$ cat src/slrf_pkg.sv
// Shared types and constants of the simple linear regression fit core.
// Used by the controller, the datapath and the top level; no dependencies.
`default_nettype none
package slrf_pkg;

    localparam int DEPTH_DEF = 64;
    localparam int X_W       = 32;
    localparam int SUM_W     = 38;
    localparam int MUL_W     = 33;
    localparam int PROD_W    = 66;
    localparam int ACC_W     = 72;
    localparam int DIVN_W    = 88;
    localparam int DIVD_W    = 72;
    localparam int WIDE_W    = 52;
    localparam int STAT_W    = 3;
    localparam int FRAC_W    = 16;

    typedef enum logic [STAT_W-1:0] {
        ST_OK   = 3'd0,
        ST_FEW  = 3'd1,
        ST_FLAT = 3'd2,
        ST_SAT  = 3'd3,
        ST_DROP = 3'd4
    } fit_status_t;

    typedef enum logic [4:0] {
        OP_NONE,
        OP_LOAD,
        OP_SET_FEW,
        OP_MX,
        OP_MY,
        OP_P1_XX,
        OP_P1_XY,
        OP_P1_ACC,
        OP_SET_FLAT,
        OP_SLOPE,
        OP_ICPT_MUL,
        OP_ICPT,
        OP_MUL_X,
        OP_FIT,
        OP_RES,
        OP_SQ,
        OP_SSR_ACC,
        OP_MSE,
        OP_OUT
    } dp_op_t;

    typedef struct packed {
        dp_op_t op;
        logic   fire;
        logic   div_start;
        logic   track_sat;
        logic   idx_clr;
        logic   idx_inc;
        logic   run_clr;
    } cmd_t;

    typedef struct packed {
        logic few;
        logic flat;
        logic last_idx;
        logic div_busy;
        logic div_done;
        logic out_busy;
    } stat_t;

endpackage
`default_nettype wire

$ cat src/slrf_ctrl.sv
// Controller state machine: sequences load, means, sums, slope, residuals and emit.
// Depends on slrf_pkg.
`default_nettype none
module slrf_ctrl (
    input  wire logic            clk,
    input  wire logic            rst_n,
    input  wire logic            in_valid,
    input  wire logic            in_last,
    output logic                 in_ready,
    input  wire slrf_pkg::stat_t st,
    output slrf_pkg::cmd_t       cmd
);
    import slrf_pkg::*;

    typedef enum logic [22:0] {
        S_LOAD     = 23'd1 << 0,
        S_MX       = 23'd1 << 1,
        S_MY       = 23'd1 << 2,
        S_P1_RD    = 23'd1 << 3,
        S_P1_XX    = 23'd1 << 4,
        S_P1_XY    = 23'd1 << 5,
        S_P1_ACC   = 23'd1 << 6,
        S_CHECK    = 23'd1 << 7,
        S_SLOPE    = 23'd1 << 8,
        S_ICPT_MUL = 23'd1 << 9,
        S_ICPT     = 23'd1 << 10,
        S_P2_RD    = 23'd1 << 11,
        S_P2_MUL   = 23'd1 << 12,
        S_P2_FIT   = 23'd1 << 13,
        S_P2_RES   = 23'd1 << 14,
        S_P2_SQ    = 23'd1 << 15,
        S_P2_ACC   = 23'd1 << 16,
        S_MSE      = 23'd1 << 17,
        S_E_RD     = 23'd1 << 18,
        S_E_MUL    = 23'd1 << 19,
        S_E_FIT    = 23'd1 << 20,
        S_E_RES    = 23'd1 << 21,
        S_E_OUT    = 23'd1 << 22
    } state_t;

    state_t state_reg, state_next;
    logic   div_go;

    assign in_ready = state_reg == S_LOAD;
    assign div_go   = !st.div_busy && !st.div_done;

    always_comb
    begin
        state_next = state_reg;
        cmd        = '{op: OP_NONE, default: 1'b0};
        unique case (state_reg)
            S_LOAD:
            begin
                cmd.op   = OP_LOAD;
                cmd.fire = in_valid;
                if (in_valid && in_last)
                begin
                    cmd.idx_clr = 1'b1;
                    state_next  = S_MX;
                end
            end
            S_MX:
            begin
                if (st.few)
                begin
                    cmd.op     = OP_SET_FEW;
                    state_next = S_E_RD;
                end
                else
                begin
                    cmd.op        = OP_MX;
                    cmd.div_start = div_go;
                    if (st.div_done)
                    begin
                        state_next = S_MY;
                    end
                end
            end
            S_MY:
            begin
                cmd.op        = OP_MY;
                cmd.div_start = div_go;
                if (st.div_done)
                begin
                    state_next = S_P1_RD;
                end
            end
            S_P1_RD: state_next = S_P1_XX;
            S_P1_XX:
            begin
                cmd.op     = OP_P1_XX;
                state_next = S_P1_XY;
            end
            S_P1_XY:
            begin
                cmd.op     = OP_P1_XY;
                state_next = S_P1_ACC;
            end
            S_P1_ACC:
            begin
                cmd.op = OP_P1_ACC;
                if (st.last_idx)
                begin
                    cmd.idx_clr = 1'b1;
                    state_next  = S_CHECK;
                end
                else
                begin
                    cmd.idx_inc = 1'b1;
                    state_next  = S_P1_RD;
                end
            end
            S_CHECK:
            begin
                if (st.flat)
                begin
                    cmd.op     = OP_SET_FLAT;
                    state_next = S_E_RD;
                end
                else
                begin
                    state_next = S_SLOPE;
                end
            end
            S_SLOPE:
            begin
                cmd.op        = OP_SLOPE;
                cmd.div_start = div_go;
                if (st.div_done)
                begin
                    state_next = S_ICPT_MUL;
                end
            end
            S_ICPT_MUL:
            begin
                cmd.op     = OP_ICPT_MUL;
                state_next = S_ICPT;
            end
            S_ICPT:
            begin
                cmd.op     = OP_ICPT;
                state_next = S_P2_RD;
            end
            S_P2_RD: state_next = S_P2_MUL;
            S_P2_MUL:
            begin
                cmd.op     = OP_MUL_X;
                state_next = S_P2_FIT;
            end
            S_P2_FIT:
            begin
                cmd.op        = OP_FIT;
                cmd.track_sat = 1'b1;
                state_next    = S_P2_RES;
            end
            S_P2_RES:
            begin
                cmd.op        = OP_RES;
                cmd.track_sat = 1'b1;
                state_next    = S_P2_SQ;
            end
            S_P2_SQ:
            begin
                cmd.op     = OP_SQ;
                state_next = S_P2_ACC;
            end
            S_P2_ACC:
            begin
                cmd.op = OP_SSR_ACC;
                if (st.last_idx)
                begin
                    cmd.idx_clr = 1'b1;
                    state_next  = S_MSE;
                end
                else
                begin
                    cmd.idx_inc = 1'b1;
                    state_next  = S_P2_RD;
                end
            end
            S_MSE:
            begin
                cmd.op        = OP_MSE;
                cmd.div_start = div_go;
                if (st.div_done)
                begin
                    state_next = S_E_RD;
                end
            end
            S_E_RD: state_next = S_E_MUL;
            S_E_MUL:
            begin
                cmd.op     = OP_MUL_X;
                state_next = S_E_FIT;
            end
            S_E_FIT:
            begin
                cmd.op     = OP_FIT;
                state_next = S_E_RES;
            end
            S_E_RES:
            begin
                cmd.op     = OP_RES;
                state_next = S_E_OUT;
            end
            S_E_OUT:
            begin
                if (!st.out_busy)
                begin
                    cmd.op = OP_OUT;
                    if (st.last_idx)
                    begin
                        cmd.run_clr = 1'b1;
                        cmd.idx_clr = 1'b1;
                        state_next  = S_LOAD;
                    end
                    else
                    begin
                        cmd.idx_inc = 1'b1;
                        state_next  = S_E_RD;
                    end
                end
            end
            default: state_next = S_LOAD;
        endcase
    end

    always_ff @(posedge clk or negedge rst_n)
    begin
        if (!rst_n)
        begin
            state_reg <= S_LOAD;
        end
        else
        begin
            state_reg <= state_next;
        end
    end
endmodule
`default_nettype wire

$ cat config.mk
export PLATFORM = sky130hd
export DESIGN_NAME = slrf_ctrl
export DESIGN_NICKNAME = d
export VERILOG_FILES = /design/src/slrf_pkg.sv /design/src/slrf_ctrl.sv
export SDC_FILE = /design/constraint.sdc
export NUM_CORES = 1
export LEC_CHECK = 0
export BUFFER_PORTS_ARGS = -buffer_cell sky130_fd_sc_hd__buf_4
export CORE_AREA = 4 4 60 62
export CTS_CLUSTER_DIAMETER = 40
export DETAILED_ROUTE_END_ITERATION = 16
export DIE_AREA = 0 0 64 66
export PLACE_DENSITY = 0.69
export SYNTH_ARGS = -nofsm -noshare
export SYNTH_HDL_FRONTEND = slang
export SYNTH_SLANG_ARGS = --single-unit
$ cat constraint.sdc
create_clock -name clk -period 2.2 [get_ports clk]
set_clock_uncertainty 0.05 [all_clocks]
set_input_delay 0.22 -clock clk [delete_from_list [all_inputs] [get_ports clk]]
set_output_delay 0.22 -clock clk [all_outputs]
set_load 0.02 [all_outputs]
== Yosys cells after proc, flatten, opt, wreduce, memory -nomap -nowiden ==
Index checks and enable logic that the tools add are counted.

* Eq/ne operators: 29
* Reductions and logical operators: 11
* Mux-type cells: 27

{| class="wikitable"
|+ Operators with widths
! operator !! number
|-
| $pmux W23 S23 || 1
|-
| $mux W23 || 7
|-
| $pmux W5 S17 || 1
|-
| $mux W19 || 2
|-
| $eq A23 B1 Y1 const B || 1
|-
| $eq A23 B10 Y1 const B || 1
|-
| $eq A23 B11 Y1 const B || 1
|-
| $eq A23 B12 Y1 const B || 1
|-
| $eq A23 B13 Y1 const B || 1
|-
| $eq A23 B14 Y1 const B || 1
|-
| $eq A23 B15 Y1 const B || 1
|-
| $eq A23 B16 Y1 const B || 1
|-
| $eq A23 B17 Y1 const B || 1
|-
| $eq A23 B18 Y1 const B || 1
|-
| $eq A23 B19 Y1 const B || 1
|-
| $eq A23 B2 Y1 const B || 1
|-
| $eq A23 B20 Y1 const B || 1
|-
| $eq A23 B21 Y1 const B || 1
|-
| $eq A23 B22 Y1 const B || 1
|-
| $eq A23 B23 Y1 const B || 1
|-
| $eq A23 B3 Y1 const B || 1
|-
| $eq A23 B4 Y1 const B || 1
|-
| $eq A23 B5 Y1 const B || 1
|-
| $eq A23 B6 Y1 const B || 1
|-
| other kinds (19) || 36
|}

* Word-level logic and storage cells: 68
* Bits in registers: 23
* Output and inout port bits: 12

== Longest topological paths before layout ==
Gate-level depths: netlist of the first run.

* Word-level depth: 4
* Mapped depth: 9
* Mapped depth without buffers: 7

== Least setup slack after synthesis of the first run ==
Ideal clock, no wire load.

* Kind: register to register
* Start point: reg state_reg[17]
* End point: reg state_reg[0]
* Slack: -0.480 ns
* Library setup time: 0.078 ns
* Path buffers: 1
* Clock period less this slack: 2.680 ns
* Arrival time: 2.552 ns
* Stages on the path, launching flop included: 8
* Required time: 2.072 ns
* Cell sequence: dfrtp_1 > nor4_4 > nand4_1 > nor4_1 > a221o_1 > buf_6 > and2b_1 > a21oi_2

* Cells in the longest elaborated chain, start to end: 3
* Elaborated cells between the ends (all ways): 31
* Classes of those cells: eq/ne (29); mux (1); reduce/logical (1)

{| class="wikitable"
|+ Ends and longest elaborated chain
! element !! line !! RTL
|-
| from (decl) || slrf_ctrl.sv:41 || <nowiki>state_t state_reg, state_next;</nowiki>
|-
| from (signal assigned) || slrf_ctrl.sv:236 || <nowiki>state_reg <= state_next;</nowiki>
|-
| $eq A23 B1 Y1 * || - ||
|-
| net in_ready || slrf_ctrl.sv:9 || <nowiki>output logic in_ready,</nowiki>
|-
| $ne A2 B1 Y1 (no line) || - ||
|-
| $reduce_and A6 Y1 (no line) || - ||
|}

The timed path passes the listed nets; every way through them passes the cells marked *.
A chain may end at the register's enable or synchronous reset.

==> key figures, run 1 <==
Floorplanning
  – Die Footprint: 4220 µm²
  – Starting Density: 48.6%
  – Die height: 66 µm
  – Core ar.: 3030 µm²
  – Num ports: 22
  – Row count: 20
  – Width of the die: 64 µm

Drt
  – Via count: 1,965
  – Pre-antenna DRT Iters: 5
  – Post-DR vias/cell: 6.28
  – Drt wl/cell: roughly 22 µm
  – DRC Markers: 0
  – Final WL: 6770 µm
  – Initial DRC count: 190
  – ANT nets after route: 0

Power and ir drop
  – Part of the power in the clock network: under 10%
  – Combinational power share: 70.7%
  – Leak: between 1 and 1.5 nW
  – Pwr dens: 907 nW/µm²
  – Peak VDD IR: 0.673 mV
  – Sw frac: 42.4%
  – Pint: between 1 and 1.5 mW
  – Sequential power share: between 20% and 30%
  – Net switching power: a little over 1 mW

Setup path
  – Crit-path max cell delay: 0.51 ns
  – Cell mode on critical path: buf_6
  – Worst path bufs/invs: 3
  – Startpoint class of the critical path: flop
  – CP max stage cell: or4_4
  – CP cell instances: nor4_4 -> nand4b_1 -> buf_4 -> or4_4 -> buf_6 -> nand2_4 -> nor3_4 -> nand3_1 -> buf_6
  – Worst Setup End Kind: primary output
  – Worst Path Arrival: 2.57 ns
  – Worst-path maximum fanout: 3
  – Crit path kind: reg2out
  – Cell family contributing the most delay on the critical path: simple AND/OR/NAND/NOR gates
  – Critical Path RT: 1.93 ns

Layout
  – Fill cell count: 132
  – Diodes inserted: 0
  – Post-layout util: 88.8%
  – Reg area: just under 600 µm²
  – Area delta synth->final: 82.9%
  – Multi-input gate area: about 1200 µm²
  – Layout cell share with drive strength beyond 1: 55.8%
  – Finished Layout Cells: 313
  – Max reg flops: 23
  – Final net count: 280

STA
  – Final setup vio count: 20
  – TNS Setup: -10.25 ns
  – Final hold vios: 0
  – Unrepaired setup endpoints after global routing: true
  – Rel. slew slack: between 60 and 70%
  – Min cycle time layout: roughly 2.8 ns
  – Slew Limit Fails: 0
  – Final period util: 129%
  – Setup ws final: -0.639 ns
  – Top achievable clock speed: 352 MHz
  – Worst-Margin Slew: between 0.4 and 0.5 ns

Hold path
  – Hold WC Path Type: in2reg

Global routing
  – First-pass GRT wire length: 9780 µm
  – Pin count of the biggest net entering global routing: 24
  – Number of global-route vias before repair: ~2,000
  – Initial antenna violation count: 0
  – All-layer global routing usage: between 30 and 40%
  – GRT Residual Overflow: 0

Placement
  – Post-Place Cells: 291
  – Setup Slack @ Placement: -0.360 ns
  – Buffers on Ports: 21
  – GPL Wtd Cong: ~0.91
  – Hpwl dp: slightly above 4000 µm

CTS
  – Max Buffers Root-to-Sink: 2
  – Clk sinks: 23
  – Worst-path clk slew: 0.13 ns
  – CTS H-tree lvls: 1
  – Clk_lat worst skew: 0.34 ns
  – CTS tree: yes
  – CTS root buf: clkbuf_4
  – CTS Buf Count: 3

Logic synthesis
  – Yosys warnings: 0
  – Synth async-reset ratio: 100%
  – Synth Area per Inst: 8.70 µm²
  – Sequential area share after synthesis: slightly below 40%
  – Syn_nets: around 180
  – Post-Syn Instances: 169
  – Post-synth EDFFs: 0
  – Ys flop type: dfrtp_1
  – #FFs+latches synth: 23
  – Synthesized area: 1470 µm²
  – Synth cell types: 46

Outcome
  – Status: finished, violations left
  – Failing checks: setup timing

Job
  – Max cap viols: 0
==> power groups by stage <==
stage / logic [mW] / registers, mW / clock network (mW)
2_1_floorplan: 0.616 / 0.506 / 0
3_5_place_dp: 1.09 / 0.493 / 0
6_report: 1.72 / 0.495 / 0.220
3_3_place_gp: 1.07 / 0.489 / 0
5_1_grt: 1.78 / 0.499 / 0.233
4_1_cts: 1.36 / 0.493 / 0.212
==> layout make-up <==
| type | count | share of cell area, % |
|---|---|---|
| multi-input combinational | 139 | 44.1 |
| clock buffer | 3 | 0.838 |
| timing repair buffer | 99 | 30.8 |
| clock inverter | 1 | 0.186 |
| tap | 44 | 2.05 |
| inverter | 4 | 0.558 |
| sequential | 23 | 21.5 |
==> final timing paths <==
| check | startpoint | end | slack (ns) | depth (start not counted) |
|---|---|---|---|---|
| max reg2reg | state_reg[1]$_DFFE_PN0P_ | state_reg[17]$_DFFE_PN0P_ | -0.53 | 10 |
| min | st[3] | state_reg[11]$_DFFE_PN0P_ | 0.08 | 2 |
| min in group asynchronous | rst_n | state_reg[4]$_DFFE_PN0P_ | 0.25 | 2 |
| max | state_reg[1]$_DFFE_PN0P_ | cmd[6] | -0.64 | 9 |
| min reg2reg | state_reg[7]$_DFFE_PN0P_ | state_reg[12]$_DFFE_PN0P_ | 0.51 | 2 |
| max in group asynchronous | rst_n | state_reg[0]$_DFFE_PN1P_ | 1.54 | 2 |
==> cells by family (layout without fill, tap and decap cells) <==
family,Yosys count,in the layout,synth area share (%)
AOI/OAI and AO/OA,21,21,10.2
xor gates and xnor gates,4,4,2.38
buffers and inverters,7,107,2.47
DFF,23,23,39.2
and+or+nand+nor,114,114,45.7
==> through the flow <==
step / hold WS, ns / total power [mW] / instance area, µm²
2_1_floorplan: -0.126 / 1.12 / 1550
3_3_place_gp: 0.0800 / 1.56 / 2190
3_5_place_dp: 0.0842 / 1.59 / 2190
4_1_cts: 0.0814 / 2.06 / 2520
5_1_grt: 0.0937 / 2.52 / 2690
6_report: 0.0785 / 2.44 / 2690
==> layer usage <==
metal | part of all wire, % | track usage (%) | routed length, µm
met5 | 0 | 0 | 0
met4 | 4.6 | 15.4 | 308
met3 | 8.4 | 5.61 | 567
met2 | 49 | 54.2 | 3320
met1 | 38 | 35.2 | 2570
==> cell usage in the layout (no fill, tap or decap), drive strengths merged, types with 3 or more instances in the layout <==
| cell type | synthesis | final |
|---|---|---|
| a21oi | 3 | 3 |
| buf | 3 | 97 |
| clkbuf | 0 | 4 |
| dfrtp | 22 | 22 |
| inv | 4 | 4 |
| nand2 | 17 | 17 |
| nand2b | 6 | 6 |
| nand3 | 6 | 6 |
| nand3b | 10 | 10 |
| nand4 | 3 | 3 |
| nand4b | 3 | 3 |
| nor2 | 19 | 19 |
| nor3 | 15 | 15 |
| nor4 | 16 | 16 |
| o21ai | 7 | 7 |
| or2 | 3 | 3 |
| or4 | 3 | 3 |
| xnor2 | 4 | 4 |
==> Yosys cell counts, drive strengths merged, types with 4 or more instances <==
library cell,instances,area (µm²)
nand2,17,63.8
o21ai,7,35.0
xnor2,4,35.0
dfrtp,22,551
inv,4,15.0
nand2b,6,37.5
nor2,19,71.3
nand3,6,30.0
nor3,15,86.3
nor4,16,128
nand3b,10,75.1
==> what timing repair did <==
action                                  in CTS  in global routing
cloned                                       0                  1
pin swaps                                   15                 17
endpoints found under the hold margin       23                  0
buffers inserted                             9                  8
hold buffers                                 1                  0
endpoints found under the setup margin      20                 21
resized for setup                           43                 20
(Power assumes the default switching activity.)
==> inputs of run 2 (changes only) <==
--- a/config.mk
+++ b/config.mk
@@ -6,11 +6,11 @@
 export NUM_CORES = 1
 export LEC_CHECK = 0
 export BUFFER_PORTS_ARGS = -buffer_cell sky130_fd_sc_hd__buf_4
-export CORE_AREA = 4 4 60 62
+export CORE_AREA = 4 4 57 59
 export CTS_CLUSTER_DIAMETER = 40
 export DETAILED_ROUTE_END_ITERATION = 16
-export DIE_AREA = 0 0 64 66
-export PLACE_DENSITY = 0.69
+export DIE_AREA = 0 0 61 63
+export PLACE_DENSITY = 0.73
 export SYNTH_ARGS = -nofsm -noshare
 export SYNTH_HDL_FRONTEND = slang
 export SYNTH_SLANG_ARGS = --single-unit
==> constraint.sdc (replaced) <==
create_clock -name clk -period 2.8 [get_ports clk]
set_clock_uncertainty 0.05 [all_clocks]
set_input_delay 0.28 -clock clk [delete_from_list [all_inputs] [get_ports clk]]
set_output_delay 0.28 -clock clk [all_outputs]
set_load 0.02 [all_outputs]
==> run 2 against run 1 <==
- the run still ends with setup timing left
- sequential cell count unchanged
- first-iteration DRC count fell by 35%
- worst setup slack improved by 0.61 ns
- final area fell by 24%
- critical endpoint is now cmd[2]
- clock-buffer cell count unchanged
==> key figures, run 2 (synthesized netlist as in run 1, its figures left out) <==
CTS
  – CTS tree: yes (unchanged)
  – Worst-path clk slew: 0.14 ns (was 0.13 ns)
  – CTS root buf: clkbuf_4 (unchanged)
  – CTS H-tree lvls: 1 (unchanged)
  – CTS Buf Count: 3 (unchanged)
  – Clk_lat worst skew: 0.32 ns (was 0.34 ns)
  – Clk sinks: 23 (unchanged)
  – Max Buffers Root-to-Sink: 2 (unchanged)

Layout
  – Post-Layout Inst Area: 2060 µm² (was 2690 µm²)
  – Fill cell count: 204 (was 132)
  – Final net count: 231 (was 280)
  – Leading cell type in the layout, fill and taps excluded: buf_4 (unchanged)
  – Area delta synth->final: 39.8% (was 82.9%)
  – Most frequent cells in the layout: buf_4 (45), nor2_1 (18), nand2_1 (15) (was buf_4 (82), dfrtp_1 (21), nor2_1 (15))
  – Reg area: 587 µm² (was 578 µm²)
  – Post-layout util: 75.9% (was 88.8%)
  – Multi-input gate area: 995 µm² (was 1180 µm²)
  – Diodes inserted: 0 (unchanged)
  – Max reg flops: 23 (unchanged)
  – Layout cell share with drive strength beyond 1: 41.4% (was 55.8%)
  – Finished Layout Cells: 251 (was 313)

Drt
  – Final WL: 4490 µm (was 6770 µm)
  – Initial DRC count: 124 (was 190)
  – Drt wl/cell: 17.9 µm (was 21.6 µm)
  – DRC Markers: 0 (unchanged)
  – ANT nets after route: 0 (unchanged)
  – Post-DR vias/cell: 6.17 (was 6.28)
  – Pre-antenna DRT Iters: 4 (was 5)
  – Via count: 1,548 (was 1,965)

Placement
  – GPL Wtd Cong: 0.973 (was 0.905)
  – Hpwl dp: 3230 µm (was 4060 µm)
  – DP Area: 1740 µm² (was 2190 µm²)
  – Setup Slack @ Placement: 0.0898 ns (was -0.360 ns)
  – Buffers on Ports: 21 (unchanged)
  – Post-Place Cells: 231 (was 291)

STA
  – Unrepaired setup endpoints after global routing: true (unchanged)
  – Setup ws final: -0.0277 ns (was -0.639 ns)
  – Slew Limit Fails: 0 (unchanged)
  – Rel. slew slack: 68.6% (was 66.4%)
  – Final hold vios: 0 (unchanged)
  – Worst-Margin Slew: 0.467 ns (was 0.500 ns)
  – Top achievable clock speed: 354 MHz
  – Min cycle time layout: 2.83 ns
  – Final period util: 101%
  – Final Hold Slack: 0.122 ns (was 0.0785 ns)
  – Final setup vio count: 2 (was 20)

Setup path
  – Crit path kind: reg2out (unchanged)
  – Critical Path RT: 2.47 ns (was 1.93 ns)
  – CP max stage cell: dfrtp_1 (was or4_4)
  – Startpoint class of the critical path: flop (unchanged)
  – Worst Path Arrival: 2.50 ns (was 2.57 ns)
  – Crit-path max cell delay: 0.45 ns (was 0.51 ns)
  – CP cell instances: nor4_4 -> nand3_2 -> or2_4 -> or3_4 -> o211a_1 -> o21ai_1 -> buf_4 (was nor4_4 -> nand4b_1 -> buf_4 -> or4_4 -> buf_6 -> nand2_4 -> nor3_4 -> nand3_1 -> buf_6)
  – Worst-path maximum fanout: 6 (was 3)
  – Worst Setup End Kind: primary output (unchanged)

Floorplanning
  – Num ports: 22 (unchanged)
  – Starting Density: 54.2% (was 48.6%)
  – Row count: 19 (was 20)
  – Die Footprint: 3840 µm² (was 4220 µm²)
  – Die height: 63 µm (was 66 µm)
  – Core ar.: 2710 µm² (was 3030 µm²)
  – Width of the die: 61 µm (was 64 µm)

Global routing
  – Initial antenna violation count: 0 (unchanged)
  – GRT Residual Overflow: 0 (unchanged)
  – All-layer global routing usage: 24.3% (was 30.6%)
  – Number of global-route vias before repair: 1,459 (was 1,994)
  – First-pass GRT wire length: 7000 µm (was 9780 µm)
  – Pin count of the biggest net entering global routing: 24 (unchanged)

Power and ir drop
  – Pwr dens: 672 nW/µm² (was 907 nW/µm²)
  – Leak: 0.942 nW (was 1.25 nW)
  – Peak VDD IR: 0.603 mV (was 0.673 mV)

Hold path
  – Hold WC Path Type: in2reg (unchanged)

Job
  – Max cap viols: 0 (unchanged)

Outcome
  – Status: finished, violations left (unchanged)
  – Failing checks: setup timing (unchanged)
==> run 2: changes by cell type in the layout (fill, tap and decap cells not counted), sizes merged <==
| cell | change |
|---|---|
| buf | -48 |
| clkbuf | -1 |
==> run 2: through the flow <==
stage	setup TNS, ns	power, mW
after floorplan	0	0.823
after global placement	0	1.02
after detailed placement	0	1.03
after CTS	-0.0141	1.29
after global routing	-0.502	1.46
final	-0.0282	1.38
==> run 2: repair_timing <==
action,in CTS,in global routing
pin swaps,6,13
endpoints found under the setup margin,10,8
resized for setup,14,23
endpoints found under the hold margin,22,0
hold buffers,1,0
gates cloned,0,0
buffers inserted,8,7
==> run 2: critical path, delay by kind of cell, from the launching register on <==
family | cells | cell delay [ns]
buf+inv | 1 | 0.15
compound gates | 2 | 0.36
simple gates | 4 | 1.19
flops | 1 | 0.45
==> run 2: where the power goes <==
part	total (mW)	internal (mW)	switching, mW
clock network	0.164	0.0535	0.111
registers	0.404	0.365	0.0392
logic	0.814	0.372	0.442
total	1.38	0.790	0.592
==> run 2: final timing paths <==
check	start	end	slack (ns)	depth (start not counted)
setup / recovery	state_reg[14]$_DFFE_PN0P_	cmd[2]	-0.03	7
hold / removal	st[3]	state_reg[11]$_DFFE_PN0P_	0.12	2
setup reg to reg	state_reg[14]$_DFFE_PN0P_	state_reg[0]$_DFFE_PN1P_	0.23	8
hold reg to reg	state_reg[7]$_DFFE_PN0P_	state_reg[12]$_DFFE_PN0P_	0.46	1
max in group asynchronous	rst_n	state_reg[0]$_DFFE_PN1P_	2.09	2
min in group asynchronous	rst_n	state_reg[21]$_DFFE_PN0P_	0.32	2
==> run 2: per-layer routing <==
layer | global-route usage, % | up-vias | routed length [µm]
met5 | 0 | - | 0
met4 | 8.40 | 0 | 88
met3 | 3.10 | 8 | 263
met2 | 38.0 | 60 | 2110
met1 | 34.0 | 748 | 2020
li1 | - | 732 | -
==> run 2: area by class of cell <==
class / instances / area share [%]
timing repair buffer: 50 / 19.1
clock inverter: 1 / 0.243
sequential: 23 / 28.5
multi-input combinational: 139 / 48.4
inverter: 4 / 0.730
clock buffer: 3 / 1.10
tap: 31 / 1.89
